[src/sv/led_current_dac_calibrator_unit_assert.svh]
// Assertion macros used by the LED current DAC calibrator RTL.
`ifndef LED_CURRENT_DAC_CALIBRATOR_UNIT_ASSERT_SVH
`define LED_CURRENT_DAC_CALIBRATOR_UNIT_ASSERT_SVH

// Same-cycle implication, sampled on clk_i and disabled during reset.
`define LDC_ASSERT_IMP(lbl, ante, cons, msg) \
  lbl: assert property (@(posedge clk_i) disable iff (!rst_ni) (ante) |-> (cons)) \
    else $error(msg);

// Next-cycle implication, sampled on clk_i and disabled during reset.
`define LDC_ASSERT_NXT(lbl, ante, cons, msg) \
  lbl: assert property (@(posedge clk_i) disable iff (!rst_ni) (ante) |=> (cons)) \
    else $error(msg);

`endif

[src/sv/ldc_pkg.sv]
// Types, constants and helper functions of the LED current DAC calibrator.
package ldc_pkg;

  localparam int unsigned SamplesPerAverageDef = 6;

  localparam int unsigned AdcW     = 12;
  localparam int unsigned DacW     = 8;
  localparam int unsigned CmdW     = 9;
  localparam int unsigned TgtW     = 13;
  localparam int unsigned CfgIdxW  = 2;
  localparam int unsigned CfgDataW = 12;

  localparam logic [CfgIdxW-1:0] CfgCurrentCommand = 2'd0;
  localparam logic [CfgIdxW-1:0] CfgInitialDac     = 2'd1;
  localparam logic [CfgIdxW-1:0] CfgDeadband       = 2'd2;

  localparam logic [AdcW-1:0] DeadbandReset = 12'd10;
  localparam logic [DacW-1:0] DacMax        = 8'hFF;
  localparam int unsigned     AdcMax        = 4095;

  // Target is floor(command * 4096 / 330), done as a multiply by a rounded-up
  // reciprocal; the error stays far below one part in 330 for 9-bit commands.
  localparam int unsigned TgtShift    = 24;
  localparam int unsigned TgtRecipW   = 28;
  localparam logic [TgtRecipW-1:0] TgtRecip =
    TgtRecipW'(((64'd1 << (TgtShift + 12)) + 64'd329) / 64'd330);

  typedef enum logic {
    KIND_START  = 1'b0,
    KIND_SAMPLE = 1'b1
  } kind_e;

  typedef enum logic [1:0] {
    STAT_STEP      = 2'd0,
    STAT_BAND      = 2'd1,
    STAT_OVERSHOOT = 2'd2,
    STAT_LIMIT     = 2'd3
  } status_e;

  typedef struct packed {
    kind_e           kind;
    logic [AdcW-1:0] adc_sample;
  } req_t;

  typedef struct packed {
    logic [DacW-1:0] dac_code;
    status_e         status;
    logic [AdcW-1:0] average_reading;
    logic [AdcW-1:0] final_sample;
  } res_t;

  function automatic logic [TgtW-1:0] target_from_command(input logic [CmdW-1:0] cmd);
    logic [CmdW+TgtRecipW-1:0] prod;
    prod = (CmdW+TgtRecipW)'(cmd) * (CmdW+TgtRecipW)'(TgtRecip);
    return prod[TgtShift +: TgtW];
  endfunction

endpackage

[src/sv/led_current_dac_calibrator_unit.sv]
// Top level of the LED current DAC calibrator.
// Requests arrive on in_valid_i/in_ready_o with in_data_i: a start request loads the
// DAC code from the initial_dac register and computes the target reading from
// current_command; sample requests carry one 12-bit shunt ADC reading each.
// Every SamplesPerAverage samples are averaged and one result is sent on
// out_valid_o/out_ready_i: the DAC code to drive, a status, the average and the
// last sample. A zero target ends on the first sample.
// The user must write the registers through cfg_we_i, cfg_idx_i and cfg_data_i
// only while idle; the block itself does not enforce it. An accepted request
// passes one input register and then one result register before its result is
// shown. One request is taken every cycle unless a result waits on a full result
// register; decision logic is one stage around the averaging-division multiply.
// A full result register does not stop input: requests that make no result
// keep flowing, and a request that makes one waits only while the result
// register is full and out_ready_i is low.
// After reset the block is idle, registers hold their reset values and sample
// requests are dropped until a start request arrives.
`include "led_current_dac_calibrator_unit_assert.svh"

module led_current_dac_calibrator_unit
  import ldc_pkg::*;
#(
  parameter int unsigned SamplesPerAverage = SamplesPerAverageDef
) (
  input  logic                clk_i,
  input  logic                rst_ni,
  input  logic                in_valid_i,
  output logic                in_ready_o,
  input  req_t                in_data_i,
  output logic                out_valid_o,
  input  logic                out_ready_i,
  output res_t                out_data_o,
  input  logic                cfg_we_i,
  input  logic [CfgIdxW-1:0]  cfg_idx_i,
  input  logic [CfgDataW-1:0] cfg_data_i
);

  localparam int unsigned SumMax    = SamplesPerAverage * AdcMax;
  localparam int unsigned SumW      = $clog2(SumMax + 1);
  localparam int unsigned CntW      = (SamplesPerAverage > 1) ? $clog2(SamplesPerAverage) : 1;
  localparam int unsigned AvgShift  = 20;
  localparam int unsigned AvgRecipW = AvgShift + 1;
  localparam logic [AvgRecipW-1:0] AvgRecip =
    AvgRecipW'(((64'd1 << AvgShift) + 64'(SamplesPerAverage) - 64'd1) /
               64'(SamplesPerAverage));
  localparam logic [CntW-1:0] CntLast = CntW'(SamplesPerAverage - 1);
  localparam logic [SumW-1:0] SumBound = SumW'((SamplesPerAverage - 1) * AdcMax);

  logic [CmdW-1:0] cmd_q;
  logic [DacW-1:0] init_q;
  logic [AdcW-1:0] deadband_q;

  logic            stg_vld_q;
  req_t            stg_q;
  logic            out_vld_q;
  res_t            out_q;

  logic            run_q, run_d;
  logic [SumW-1:0] sum_q, sum_d;
  logic [CntW-1:0] cnt_q, cnt_d;
  logic [DacW-1:0] dac_q, dac_d;
  logic [TgtW-1:0] tgt_q, tgt_d;
  logic [AdcW-1:0] prev_q, prev_d;
  logic            up_q, up_d;
  logic            moved_q, moved_d;

  logic                     produce;
  logic                     adv;
  res_t                     res;
  logic [SumW-1:0]          new_sum;
  logic [SumW+AvgRecipW-1:0] avg_prod;
  logic [AdcW-1:0]          avg;
  logic signed [13:0]       t_s, a_s, p_s, db_s;
  logic signed [13:0]       d_at, d_ta, d_tp, d_pa;

  assign new_sum  = sum_q + SumW'(stg_q.adc_sample);
  assign avg_prod = (SumW+AvgRecipW)'(new_sum) * (SumW+AvgRecipW)'(AvgRecip);
  assign avg      = avg_prod[AvgShift +: AdcW];

  assign t_s  = $signed({1'b0, tgt_q});
  assign a_s  = $signed({2'b00, avg});
  assign p_s  = $signed({2'b00, prev_q});
  assign db_s = $signed({2'b00, deadband_q});
  assign d_at = a_s - t_s;
  assign d_ta = t_s - a_s;
  assign d_tp = t_s - p_s;
  assign d_pa = p_s - a_s;

  always_comb begin
    run_d   = run_q;
    sum_d   = sum_q;
    cnt_d   = cnt_q;
    dac_d   = dac_q;
    tgt_d   = tgt_q;
    prev_d  = prev_q;
    up_d    = up_q;
    moved_d = moved_q;
    produce = 1'b0;
    res.status          = STAT_STEP;
    res.average_reading = avg;
    res.final_sample    = stg_q.adc_sample;
    if (stg_vld_q) begin
      if (stg_q.kind == KIND_START) begin
        dac_d   = init_q;
        tgt_d   = target_from_command(cmd_q);
        sum_d   = '0;
        cnt_d   = '0;
        prev_d  = '0;
        up_d    = 1'b0;
        moved_d = 1'b0;
        run_d   = 1'b1;
      end else if (run_q) begin
        if (tgt_q == '0) begin
          run_d               = 1'b0;
          produce             = 1'b1;
          res.status          = STAT_BAND;
          res.average_reading = stg_q.adc_sample;
        end else if (cnt_q != CntLast) begin
          sum_d = new_sum;
          cnt_d = cnt_q + 1'b1;
        end else begin
          sum_d   = '0;
          cnt_d   = '0;
          produce = 1'b1;
          if (d_at > 14'sd0) begin
            if (d_at <= db_s) begin
              run_d      = 1'b0;
              res.status = STAT_BAND;
            end else if (moved_q && up_q && (d_tp < d_at)) begin
              run_d      = 1'b0;
              res.status = STAT_OVERSHOOT;
            end else if (dac_q == '0) begin
              run_d      = 1'b0;
              res.status = STAT_LIMIT;
            end else begin
              up_d    = 1'b0;
              prev_d  = avg;
              moved_d = 1'b1;
              dac_d   = dac_q - 1'b1;
            end
          end else begin
            if (d_ta <= db_s) begin
              run_d      = 1'b0;
              res.status = STAT_BAND;
            end else if (moved_q && !up_q && (d_ta < d_pa)) begin
              run_d      = 1'b0;
              res.status = STAT_OVERSHOOT;
            end else if (dac_q == DacMax) begin
              run_d      = 1'b0;
              res.status = STAT_LIMIT;
            end else begin
              up_d    = 1'b1;
              prev_d  = avg;
              moved_d = 1'b1;
              dac_d   = dac_q + 1'b1;
            end
          end
        end
      end
    end
    res.dac_code = dac_d;
  end

  assign adv        = stg_vld_q && (!out_vld_q || out_ready_i || !produce);
  assign in_ready_o = !stg_vld_q || adv;

  always_ff @(posedge clk_i or negedge rst_ni) begin
    if (!rst_ni) begin
      cmd_q      <= '0;
      init_q     <= '0;
      deadband_q <= DeadbandReset;
    end else if (cfg_we_i) begin
      case (cfg_idx_i)
        CfgCurrentCommand: cmd_q      <= cfg_data_i[CmdW-1:0];
        CfgInitialDac:     init_q     <= cfg_data_i[DacW-1:0];
        CfgDeadband:       deadband_q <= cfg_data_i[AdcW-1:0];
        default: ;
      endcase
    end
  end

  always_ff @(posedge clk_i or negedge rst_ni) begin
    if (!rst_ni) begin
      stg_vld_q <= 1'b0;
    end else if (in_ready_o) begin
      stg_vld_q <= in_valid_i;
    end
  end

  always_ff @(posedge clk_i) begin
    if (in_valid_i && in_ready_o) begin
      stg_q <= in_data_i;
    end
  end

  always_ff @(posedge clk_i or negedge rst_ni) begin
    if (!rst_ni) begin
      run_q   <= 1'b0;
      sum_q   <= '0;
      cnt_q   <= '0;
      dac_q   <= '0;
      tgt_q   <= '0;
      prev_q  <= '0;
      up_q    <= 1'b0;
      moved_q <= 1'b0;
    end else if (adv) begin
      run_q   <= run_d;
      sum_q   <= sum_d;
      cnt_q   <= cnt_d;
      dac_q   <= dac_d;
      tgt_q   <= tgt_d;
      prev_q  <= prev_d;
      up_q    <= up_d;
      moved_q <= moved_d;
    end
  end

  always_ff @(posedge clk_i or negedge rst_ni) begin
    if (!rst_ni) begin
      out_vld_q <= 1'b0;
    end else if (adv && produce) begin
      out_vld_q <= 1'b1;
    end else if (out_ready_i) begin
      out_vld_q <= 1'b0;
    end
  end

  always_ff @(posedge clk_i) begin
    if (adv && produce) begin
      out_q <= res;
    end
  end

  assign out_valid_o = out_vld_q;
  assign out_data_o  = out_q;

  `LDC_ASSERT_NXT(a_start_clears, adv && (stg_q.kind == KIND_START),
                  run_q && (cnt_q == '0) && (sum_q == '0) && !moved_q,
                  "start request did not reset the calibration state")
  `LDC_ASSERT_NXT(a_stop_idles, adv && produce && (res.status != STAT_STEP), !run_q,
                  "calibration still running after a final result")
  `LDC_ASSERT_IMP(a_prev_clear, !moved_q, (prev_q == '0) && !up_q,
                  "direction history set before any step")
  `LDC_ASSERT_IMP(a_sum_bound, 1'b1, (sum_q <= SumBound) && (cnt_q <= CntLast),
                  "sample accumulator exceeded one averaging window")

endmodule
[config.mk]
export PLATFORM = sky130hd
export DESIGN_NAME = led_current_dac_calibrator_unit
export DESIGN_NICKNAME = d
export VERILOG_FILES = /design/src/sv/ldc_pkg.sv /design/src/sv/led_current_dac_calibrator_unit.sv
export VERILOG_INCLUDE_DIRS = /design/src /design/src/sv
export SDC_FILE = /design/constraint.sdc
export NUM_CORES = 1
export LEC_CHECK = 0
export BUFFER_PORTS_ARGS = -buffer_cell sky130_fd_sc_hd__buf_2
export CORE_UTILIZATION = 65
export CTS_CLUSTER_DIAMETER = 120
export DETAILED_ROUTE_END_ITERATION = 8
export GPL_TIMING_DRIVEN = 1
export PLACE_DENSITY = 0.83
export SYNTH_ARGS = -nofsm -noshare
export SYNTH_HDL_FRONTEND = slang
export SYNTH_SLANG_ARGS = --single-unit
[constraint.sdc]
create_clock -name clk_i -period 13.3 [get_ports clk_i]
set_input_delay 2.66 -clock clk_i [delete_from_list [all_inputs] [get_ports clk_i]]
set_output_delay 2.66 -clock clk_i [all_outputs]
set_load 0.005 [all_outputs]
After elaboration in Yosys (flattened, before gate mapping) --
Cells that the tools add are included.
Operators by class: add/sub/neg operators 8, multiply operators 2, order comparisons 5, eq/ne operators 13, multiplexer cells 81, bitwise gates (word level) 3, reduce and logical (&&, ||, !) cells 27
Operators with widths (number):
- $mux W12 | 15
- $mux W8 | 12
- $mux W15 | 4
- $mux W1 | 39
- $mul A9 B28 Y37 const B | 1
- $mul A15 B18 Y32 const B | 1
- $le A14 B13 Y1 | 2
- $sub A13 B12 Y14 | 2
- $ne A3 B3 Y1 const B | 7
- $add A15 B12 Y15 | 1
- $gt A14 B1 Y1 const B | 1
- $lt A14 B13 Y1 | 1
- $lt A14 B14 Y1 | 1
- $mux W2 | 7
- $sub A12 B13 Y14 | 1
- $logic_not A13 Y1 | 1
- $sub A12 B12 Y13 | 1
- $mux W3 | 4
- $reduce_and A11 Y1 | 1
- $add A8 B1 Y8 const B | 1
- $eq A8 B8 Y1 const B | 1
- $logic_not A8 Y1 | 1
- $reduce_and A2 Y1 | 4
- $sub A8 B1 Y8 const B | 1
- 14 further kinds | 29
Storage, ports and cells: register bits 132, output and inout bits 36, word-level logic and storage cells 159

Longest topological paths before layout --
Gate-level depths: netlist of run 1.
depth in word-level cells 13, mapped depth 58, gate-level depth less buffers 55

Worst setup path after synthesis of run 1 --
OpenSTA, ideal clock, no wires.
path kind register -> register, start point reg stg_q (netlist bit res[0]), end point reg prev_q[11], setup time 0.121 ns, arrival 12.072 ns, data required time 13.179 ns, path slack 1.107 ns, cell stages (with the launch flop) 54, clock period less this slack 12.193 ns, cells stage by stage edfxtp_1 > ha_1 > fa_1 > a21o_1 > a21oi_1 > o21bai_1 > a21oi_1 > nor2b_1 > o21a_1 > o21a_1 > o21a_1 > nor4_1 > nor3_1 > and3_1 > xnor2_1 > inv_1 > ha_1 > fa_1 > (+18 left out) > maj3_2 > maj3_2 > maj3_2 > maj3_2 > maj3_2 > a31oi_4 > o21ai_1 > ha_1 > nand4_1 > nor2_1 > o31ai_1 > o31ai_1 > a41oi_2 > nor3_2 > o21ai_1 > a21o_1 > buf_2 > a22o_1
On the way: word-level cells in the longest chain between the ends 10
RTL lines:
- from (decl) | line led_current_dac_calibrator_unit.sv:54 | req_t stg_q;
- from (signal assigned) | line led_current_dac_calibrator_unit.sv:192 | stg_q <= in_data_i;
- $add A15 B12 Y15 * | line led_current_dac_calibrator_unit.sv:76 | assign new_sum = sum_q + SumW'(stg_q.adc_sample);
- $mul A15 B18 Y32 * | line led_current_dac_calibrator_unit.sv:77 | assign avg_prod = (SumW+AvgRecipW)'(new_sum) * (SumW+AvgRecipW)'(AvgRecip);
- parallel branches: the longest is 8 deep, another holds $sub A12 B13 Y14
- to (signal assigned) | line led_current_dac_calibrator_unit.sv:212 | prev_q <= prev_d;
- to (decl) | line led_current_dac_calibrator_unit.sv:63 | logic [AdcW-1:0] prev_q, prev_d;
Mark *: on every way between the ends. The select of a mux whose other input is x is not followed. A chain may end at the register's enable or synchronous reset.

Final worst setup path of run 1 --
start point reg stg_q (netlist bit res[0]), end point reg out_q (netlist bit out_data_o[29]), data pin
On the way: word-level cells in the longest chain between the ends 13
RTL lines:
- $add A15 B12 Y15 * | line led_current_dac_calibrator_unit.sv:76
- $mul A15 B18 Y32 * | line led_current_dac_calibrator_unit.sv:77
- $sub A13 B12 Y14 (tied with other cells) | line led_current_dac_calibrator_unit.sv:85 | assign d_ta = t_s - a_s;
- $lt A14 B13 Y1 or $lt A14 B14 Y1 (tied branches) | line led_current_dac_calibrator_unit.sv:145, led_current_dac_calibrator_unit.sv:129
- $logic_and A1 B1 Y1 (on tied branches) | line led_current_dac_calibrator_unit.sv:145, led_current_dac_calibrator_unit.sv:129
- $mux W8 (on tied branches) | line led_current_dac_calibrator_unit.sv:145, led_current_dac_calibrator_unit.sv:129
- $mux W8 (on tied branches) | line led_current_dac_calibrator_unit.sv:142, led_current_dac_calibrator_unit.sv:126
- $mux W8 * | line led_current_dac_calibrator_unit.sv:125 | if (d_at > 14'sd0) begin
- $mux W8 * | line led_current_dac_calibrator_unit.sv:118 | end else if (cnt_q != CntLast) begin
- $mux W8 * | line led_current_dac_calibrator_unit.sv:113 | if (tgt_q == '0) begin
- $mux W8 * | line led_current_dac_calibrator_unit.sv:112 | end else if (run_q) begin
- $mux W8 * | line led_current_dac_calibrator_unit.sv:103 | if (stg_q.kind == KIND_START) begin
- $mux W8 * | line led_current_dac_calibrator_unit.sv:102 | if (stg_vld_q) begin
- via dac_d[3] | line led_current_dac_calibrator_unit.sv:61 | logic [DacW-1:0] dac_q, dac_d;
- to (signal assigned) | line led_current_dac_calibrator_unit.sv:230 | out_q <= res;
- to (decl) | line led_current_dac_calibrator_unit.sv:56 | res_t out_q;
Mark *: on every way through the listed nets, which the timed path passes. The rest lies on a longest branch.

==> metrics.cfg, run 1 <==
[global_routing]
gr-total-overflow = 0
grt_max_degree = 55
grt_first_pass_wirelength_mm = 69.5
grt_pass1_vias = 13500
antenna_found_initial = 1
grt_util_all_layers = 0.350
met1_usage = 0.457
use_met3 = 0.0453
busiest_layer = met2
use_met2 = 0.588

[finish]
drive_gt1_frac = 0.127
multi_input_area_sq_um = 11500
final_cell_area_sq_um = 17700
nets = 2234
fillers = 1741
post-route-util = 0.731
antenna_cells = 0
final-seq-area_sq_um = 3540
area_growth_pct = 10.4

[cts]
cts_htree_levels = 4
clkLatencyLatePin_ps = 430
cts_tree = yes
cts_hold_buf = 0
cts_buffers = 17
cts.path.max_buffers = 2
clk_pin_slew_ps = 70
ctsRootBufferMaster = clkbuf_16
clkSinkCount = 132

[detailed_routing]
via_per_inst = 6.19
ant_nets = 0
drc = 0
first_pass_iters = 7
routed_wl_mm = 43.4
drtIter0Drc = 1117
wl_per_cell_um = 20.2
vias = 13300

[floorplanning]
rows = 57
io_pins = 68
initial_utilization = 0.662
core_area_sq_um = 24200
dieWidth_um = 159
die_h_um = 159
die_area_sq_um = 25300

[yosys]
netlist_instances = 1725
synth_top_area_cell = ha_1
syn_area_per_cell_sq_um = 9.31
synth-main-ff-cell = dfrtp_1
async_reset_ff_frac = 0.644
synth_fp_nets = 2146
synthTopCellsByArea = ha_1 22%, fa_1 13%, dfrtp_1 13%
synth_seq_area_share = 0.221
syn_area_sq_um = 16100
synth_warnings = 0
synth_edf_count = 47
synth_top_area_share = 0.221
yosys.cell_types.count = 86
ys_seq_elements = 132

[timing]
max_freq_ghz = 0.0773
tightest_slew_ps = 1180
fin_ws_ps = 367
period_needed_ps = 12930
hold_viol = 0
fin_crit_sh = 0.972
slew_headroom = 0.208
clock_skew_ps = 17.6
maxSlewViolCount = 0
setup_viol = 0

[setup_path]
critPathMaxFanout = 6
cp_slowest_cell = fa_1
crit_top_cell = maj3_2
critPathMaxStageDelay_ps = 610
critical_path_required_ps = 13490
worst-setup-path-type = flip-flop to flip-flop
end_kind = flip-flop
critPathLaunchType = flip-flop
cp.arrival_ps = 13130

[place]
gp_congestion = 0.974
io_buffers = 67
dp_slack_ps = 5.01
post-dp-hpwl_mm = 35.4
placed_cell_area_sq_um = 16900

[min_path]
min-delay-path-class = flip-flop to flip-flop

[job]
maxCapViolCount = 0

[outcome]
status = complete, no violations

==> registers in the layout, summed over array words and instances (netlist names) <==
| name | cells |
|---|---|
| sum_q | 15 |
| run_q | 1 |
| prev_q | 12 |
| dac_q | 8 |
| cmd_q | 9 |
| res | 12 |
| cnt_q | 3 |
| moved_q | 1 |
| stg_vld_q | 1 |
| tgt_q | 13 |
| out_data_o | 34 |
| init_q | 8 |
| deadband_q | 12 |
| up_q | 1 |
| stg_q | 1 |
| out_valid_o | 1 |
==> routing by layer <==
metal  vias to the layer above  routed length [um]
li1                       6186                   -
met1                      6463               17900
met2                       548               21000
met3                       111                2790
met4                         0                1690
met5                         -                   0
==> worst max-delay path: cells and delay by family (launching register included) <==
kind / cells / cell delay, ps
XOR/XNOR: 3 / 480
buffers and inverters: 4 / 500
AO/OA/AOI/OAI: 17 / 3070
AND/OR/NAND/NOR: 10 / 1860
adder cells (fa/ha/maj): 17 / 6350
flip-flops: 1 / 420
==> Yosys cell counts (30+ instances only) <==
library cell,n
a21o_1,30
a21oi_1,82
dfrtp_1,83
inv_1,287
nand2_1,109
nand3_1,30
nor2_1,72
o21ai_0,100
edfxtp_1,47
xnor2_1,64
fa_1,106
ha_1,283
==> final timing paths <==
kind | cells past startpoint | slack (ps) | endpoint | from
worst max register to register | 51 | 370 | out_data_o[29] | res[0]
max in group asynchronous | 2 | 10040 | tgt_q[9] | rst_ni
worst min-delay path | 1 | 500 | init_q[6] | init_q[6]
min in group asynchronous | 1 | 2170 | sum_q[4] | rst_ni
worst max-delay path | 51 | 370 | out_data_o[29] | res[0]
worst min register to register | 1 | 500 | init_q[6] | init_q[6]
==> cell type report <==
class | instances | area share
flip-flops and latches | 132 | 0.200
clock buffers | 17 | 0.0240
repair buffers | 105 | 0.0351
clock inverters | 15 | 0.00783
inverters | 288 | 0.0610
well taps | 324 | 0.0229
multi-input cells | 1269 | 0.650
==> cell usage in the layout (no fill, tap or decap), types with 6 or more instances in the layout <==
cell type  count
and2_1         9
fa_1         104
nand4_1       15
nand3_1       30
o211ai_1       8
a21o_1        30
o21ai_0       99
xor2_1        15
nor2_1        70
maj3_2         6
or3_1         13
nand2_1      109
ha_1         275
xnor2_1       61
o21a_1        25
a211oi_1       8
a22o_1        23
and3_1        18
dfrtp_1       83
nor3_1        21
a21oi_1       79
nor2b_1       18
nand2b_1      13
o31ai_1        8
inv_1        287
o22ai_1        7
inv_6          6
o21bai_1      14
buf_2         66
buf_4         39
mux2_2        26
mux2i_1        6
a211o_1        7
nand3b_1       7
clkbuf_16     17
or2_2         11
nor4_1         7
a31oi_1       12
edfxtp_1      47
==> cells by family after synthesis <==
logic type      synth area share
simple gates               0.114
compound gates             0.164
xor+xnor                  0.0442
fa+ha+maj                  0.359
buf+inv                   0.0760
mux                       0.0220
flops                      0.221
==> through the flow <==
| stage | hold WS [ps] | cells | TNS, ps |
|---|---|---|---|
| final | 500 | 2150 | 0 |
| after global routing | 515 | 2150 | -939 |
| after CTS | 502 | 2137 | 0 |
| after detailed placement | 486 | 2105 | 0 |
| after global placement | 468 | 2105 | 0 |
| after floorplan | 448 | 1725 | 0 |
==> timing repair <==
action | in CTS | in global routing
setup buffers | 0 | 13
setup endpoints to repair | 15 | 33
resized for setup | 5 | 33
pin swaps | 1 | 15
Power of run 1 is not shown: default switching activity piles up to over one toggle a cycle in this logic, so the estimate is an artifact.
==> inputs of run 2 (changes only) <==
--- a/config.mk
+++ b/config.mk
@@ -6,7 +6,7 @@
 export SDC_FILE = /design/constraint.sdc
 export NUM_CORES = 1
 export LEC_CHECK = 0
-export BUFFER_PORTS_ARGS = -buffer_cell sky130_fd_sc_hd__buf_2
+export BUFFER_PORTS_ARGS = -buffer_cell sky130_fd_sc_hd__buf_4
 export CORE_UTILIZATION = 65
 export CTS_CLUSTER_DIAMETER = 120
 export DETAILED_ROUTE_END_ITERATION = 8
==> run 2 against run 1 <==
Compared with the run above: first-iteration DRC count up 19%; sequential cell count unchanged; register-to-register slack better by 30 ps; die area unchanged; worst hold slack better by 6.1 ps; sequential share of layout area down 0.19 points; largest cell class unchanged; cell area up 0.95%; non-clock buffer count unchanged; clock-buffer cell count up 1.
==> metrics.cfg, run 2 (same netlist as run 1, synthesis figures left out) <==
[job]
maxCapViolCount = 0

[timing]
tightest_slew_ps = 1160
setup_viol = 0
holdWs_ps = 506
max_freq_ghz = 0.0775
clock_skew_ps = 13.2
fin_crit_sh = 0.970
period_needed_ps = 12900
maxSlewViolCount = 0
slew_headroom = 0.225
hold_viol = 0

[finish]
area_growth_pct = 11.5
layout_commonest_cell = inv_1
drive_gt1_frac = 0.130
final_cell_mix = 286 x inv_1, 272 x ha_1, 109 x nand2_1, 105 x buf_4, 103 x fa_1
largest_register_ffs = 34
fillers = 1761
antenna_cells = 0
nets = 2234

[global_routing]
antenna_found_initial = 0
grt_util_all_layers = 0.358
grt_pass1_vias = 13800
grt_first_pass_wirelength_mm = 71.4
grt_max_degree = 62
gr-total-overflow = 0

[floorplanning]
core_area_sq_um = 24200
die_area_sq_um = 25300
die_h_um = 159
dieWidth_um = 159
io_pins = 68
initial_utilization = 0.662
rows = 57

[cts]
cts.path.max_buffers = 2
cts_tree = yes
ctsRootBufferMaster = clkbuf_16
clkSinkCount = 132
cts_hold_buf = 0
cts_buffers = 17
clkLatencyLatePin_ps = 430
clk_pin_slew_ps = 70
cts_htree_levels = 4

[place]
io_buffers = 67
post-dp-hpwl_mm = 35.9
gp_congestion = 1.02

[detailed_routing]
via_per_inst = 6.25
first_pass_iters = 6
drc = 0
routed_wl_mm = 44.5
vias = 13400
wl_per_cell_um = 20.7
ant_nets = 0
drtIter0Drc = 1334

[setup_path]
end_kind = flip-flop
worstReg2RegStart = res[0]
critPathLaunch = res[0]
critPathLaunchType = flip-flop
critPathMaxFanout = 6
cp.arrival_ps = 13060
critPathMaxStageDelay_ps = 590
cp_slowest_cell = fa_1
crit_top_cell = maj3_2
critical_path_required_ps = 13460
worst-setup-path-type = flip-flop to flip-flop

[outcome]
status = complete, no violations

[min_path]
min-delay-path-class = flip-flop to flip-flop
hp-start = init_q[6]

-- run 2: worst paths after layout --
check	end	slack, ps	depth (start not counted)
max	out_data_o[26]	400	50
max reg2reg	out_data_o[26]	400	50
max in group asynchronous	deadband_q[5]	9930	2
min	init_q[6]	510	1
min reg2reg	init_q[6]	510	1
min in group asynchronous	sum_q[3]	2140	1
-- run 2: final cells by class --
class,count,area [sq um],share of cell area
well taps,324,405,0.0226
inverters,288,1080,0.0604
clock inverters,14,123,0.00685
flip-flops and latches,132,3540,0.198
repair buffers,105,788,0.0440
multi-input cells,1269,11500,0.644
clock buffers,18,429,0.0240
-- run 2: layer usage --
metal  global-route usage  share of wire  wire (um)  vias up
li1                     -              -          -     6202
met1                0.449           0.39      17500     6532
met2                0.614           0.49      21900      578
met3               0.0565          0.071       3160      127
met4                0.157          0.043       1890        0
met5                    0              0          0        -
-- run 2: repair_timing --
item	in CTS	in global routing
setup buffers	1	10
pin swaps	2	19
endpoints found under the setup margin	20	33
resized for setup	4	39
-- run 2: per-stage QoR --
step	cells	setup slack, ps	area [sq um]	TNS [ps]	util
after floorplan	1725	1110	16100	0	-
after global placement	2107	361	17000	0	0.703
after detailed placement	2107	-109	17000	-1290	0.703
after CTS	2140	11.1	17600	0	0.727
after global routing	2150	-135	17900	-956	0.738
final	2150	396	17900	0	0.738
-- run 2: critical path, delay by kind of cell (launching register included) --
family                   cells  cell delay, ps
adder cells (fa/ha/maj)     17            6240
AO/OA/AOI/OAI               18            3540
AND/OR/NAND/NOR              9            1620
buffers and inverters        4             480
flip-flops                   1             420
XOR/XNOR                     2             300
Power of run 2 is left out for the same reason.
==> inputs of run 3 (changes only) <==
--- a/config.mk
+++ b/config.mk
@@ -7,6 +7,7 @@
 export NUM_CORES = 1
 export LEC_CHECK = 0
 export BUFFER_PORTS_ARGS = -buffer_cell sky130_fd_sc_hd__buf_4
+export CORE_ASPECT_RATIO = 0.6
 export CORE_UTILIZATION = 65
 export CTS_CLUSTER_DIAMETER = 120
 export DETAILED_ROUTE_END_ITERATION = 8
==> run 3 against run 2 <==
Compared with the run above: wire length up 4.2%; utilization increased by 0.47 points; global-route usage increased by 1.4 points; clock-buffer cell count is 1 lower; worst hold slack improved by 2.2 ps; clock skew rose by 6.1 ps; critical path type unchanged; critical endpoint is now out_data_o[32]; largest cell class unchanged.
==> metrics.cfg, run 3 (same netlist as run 1, synthesis figures left out) <==
[outcome]
status = complete, no violations

[cts]
cts_buffers = 17
cts.path.max_buffers = 2
clk_pin_slew_ps = 70
cts_tree = yes
ctsRootBufferMaster = clkbuf_16
clkLatencyLatePin_ps = 440
clkSinkCount = 132
cts_htree_levels = 4

[detailed_routing]
ant_nets = 0
wl_per_cell_um = 21.4
drtIter0Drc = 1363
vias = 13600
via_per_inst = 6.29
routed_wl_mm = 46.3
first_pass_iters = 6
drc = 0

[finish]
final_cell_mix = 287 x inv_1, 279 x ha_1, 125 x buf_4, 109 x nand2_1, 104 x fa_1
final-seq-area_sq_um = 3540
fillers = 1708
layout_commonest_cell = inv_1
finalNonFillerCells = 2169
area_growth_pct = 12.1
antenna_cells = 0
nets = 2255
multi_input_area_sq_um = 11400
largest_register_ffs = 34
drive_gt1_frac = 0.135

[job]
maxCapViolCount = 0

[floorplanning]
core_area_sq_um = 24200
rows = 44
die_area_sq_um = 25400
die_h_um = 124
dieWidth_um = 205
initial_utilization = 0.663
io_pins = 68

[setup_path]
critical_path_required_ps = 13610
crit_top_cell = inv_1
critPathMaxFanout = 11
critPathMaxStageDelay_ps = 600
critPathLaunchType = flip-flop
worst-setup-path-type = flip-flop to flip-flop
cp_slowest_cell = fa_2
end_kind = flip-flop
cp.arrival_ps = 13210

[timing]
period_needed_ps = 12910
tightest_slew_ps = 1170
fin_crit_sh = 0.970
slew_headroom = 0.219
hold_viol = 0
max_freq_ghz = 0.0775
clock_skew_ps = 19.2
setup_viol = 0
maxSlewViolCount = 0

[global_routing]
grt_util_all_layers = 0.372
grt_first_pass_wirelength_mm = 71.1
gr-total-overflow = 0
antenna_found_initial = 0
grt_max_degree = 76
grt_pass1_vias = 13000

[place]
gp_congestion = 1.01
post-dp-hpwl_mm = 37.5
io_buffers = 67
placed_cells = 2132

[min_path]
min-delay-path-class = flip-flop to flip-flop

## run 3: path summary, 6_finish.rpt
path | cells after the start | slack, ps | end | from
min in group asynchronous | 1 | 2050 | sum_q[2] | rst_ni
max reg2reg | 52 | 390 | out_data_o[32] | res[0]
min reg2reg | 1 | 510 | init_q[6] | init_q[6]
max in group asynchronous | 2 | 9920 | cmd_q[4] | rst_ni
max | 52 | 390 | out_data_o[32] | res[0]
min | 1 | 510 | init_q[6] | init_q[6]
## run 3: layout make-up
type	count	area share
clock buffers	17	0.0236
clock inverters	15	0.00779
inverters	288	0.0601
multi-input cells	1269	0.636
flip-flops and latches	132	0.197
well taps	322	0.0224
repair buffers	126	0.0532
## run 3: timing repair
item	in CTS	in global routing
hold buffers	0	0
pin swaps	0	5
gates resized for setup	2	28
setup endpoints to repair	13	33
setup buffers	0	5
## run 3: metrics by stage
stage | hold slack (ps) | instance area, sq um | util | TNS [ps] | worst slack [ps]
after floorplan | 448 | 16100 | - | 0 | 1110
after global placement | 465 | 17200 | 0.712 | 0 | 374
after detailed placement | 493 | 17200 | 0.712 | -588 | -59.5
after CTS | 506 | 17800 | 0.736 | 0 | 37.7
after global routing | 526 | 18000 | 0.743 | -3020 | -154
final | 508 | 18000 | 0.743 | 0 | 394
## run 3: critical path, delay by kind of cell (launching register included)
family / cells / cell delay (ps)
and+or+nand+nor: 11 / 1760
buffers and inverters: 7 / 690
xor gates and xnor gates: 2 / 460
AOI/OAI and AO/OA: 21 / 4920
adders and majority gates: 11 / 4510
DFF: 1 / 420
## run 3: metal layers
layer,global-route usage,share of wire
met5,0,0
met4,0.0773,0.013
met3,0.135,0.13
met2,0.504,0.39
met1,0.558,0.46
Power of run 3 is left out for the same reason.
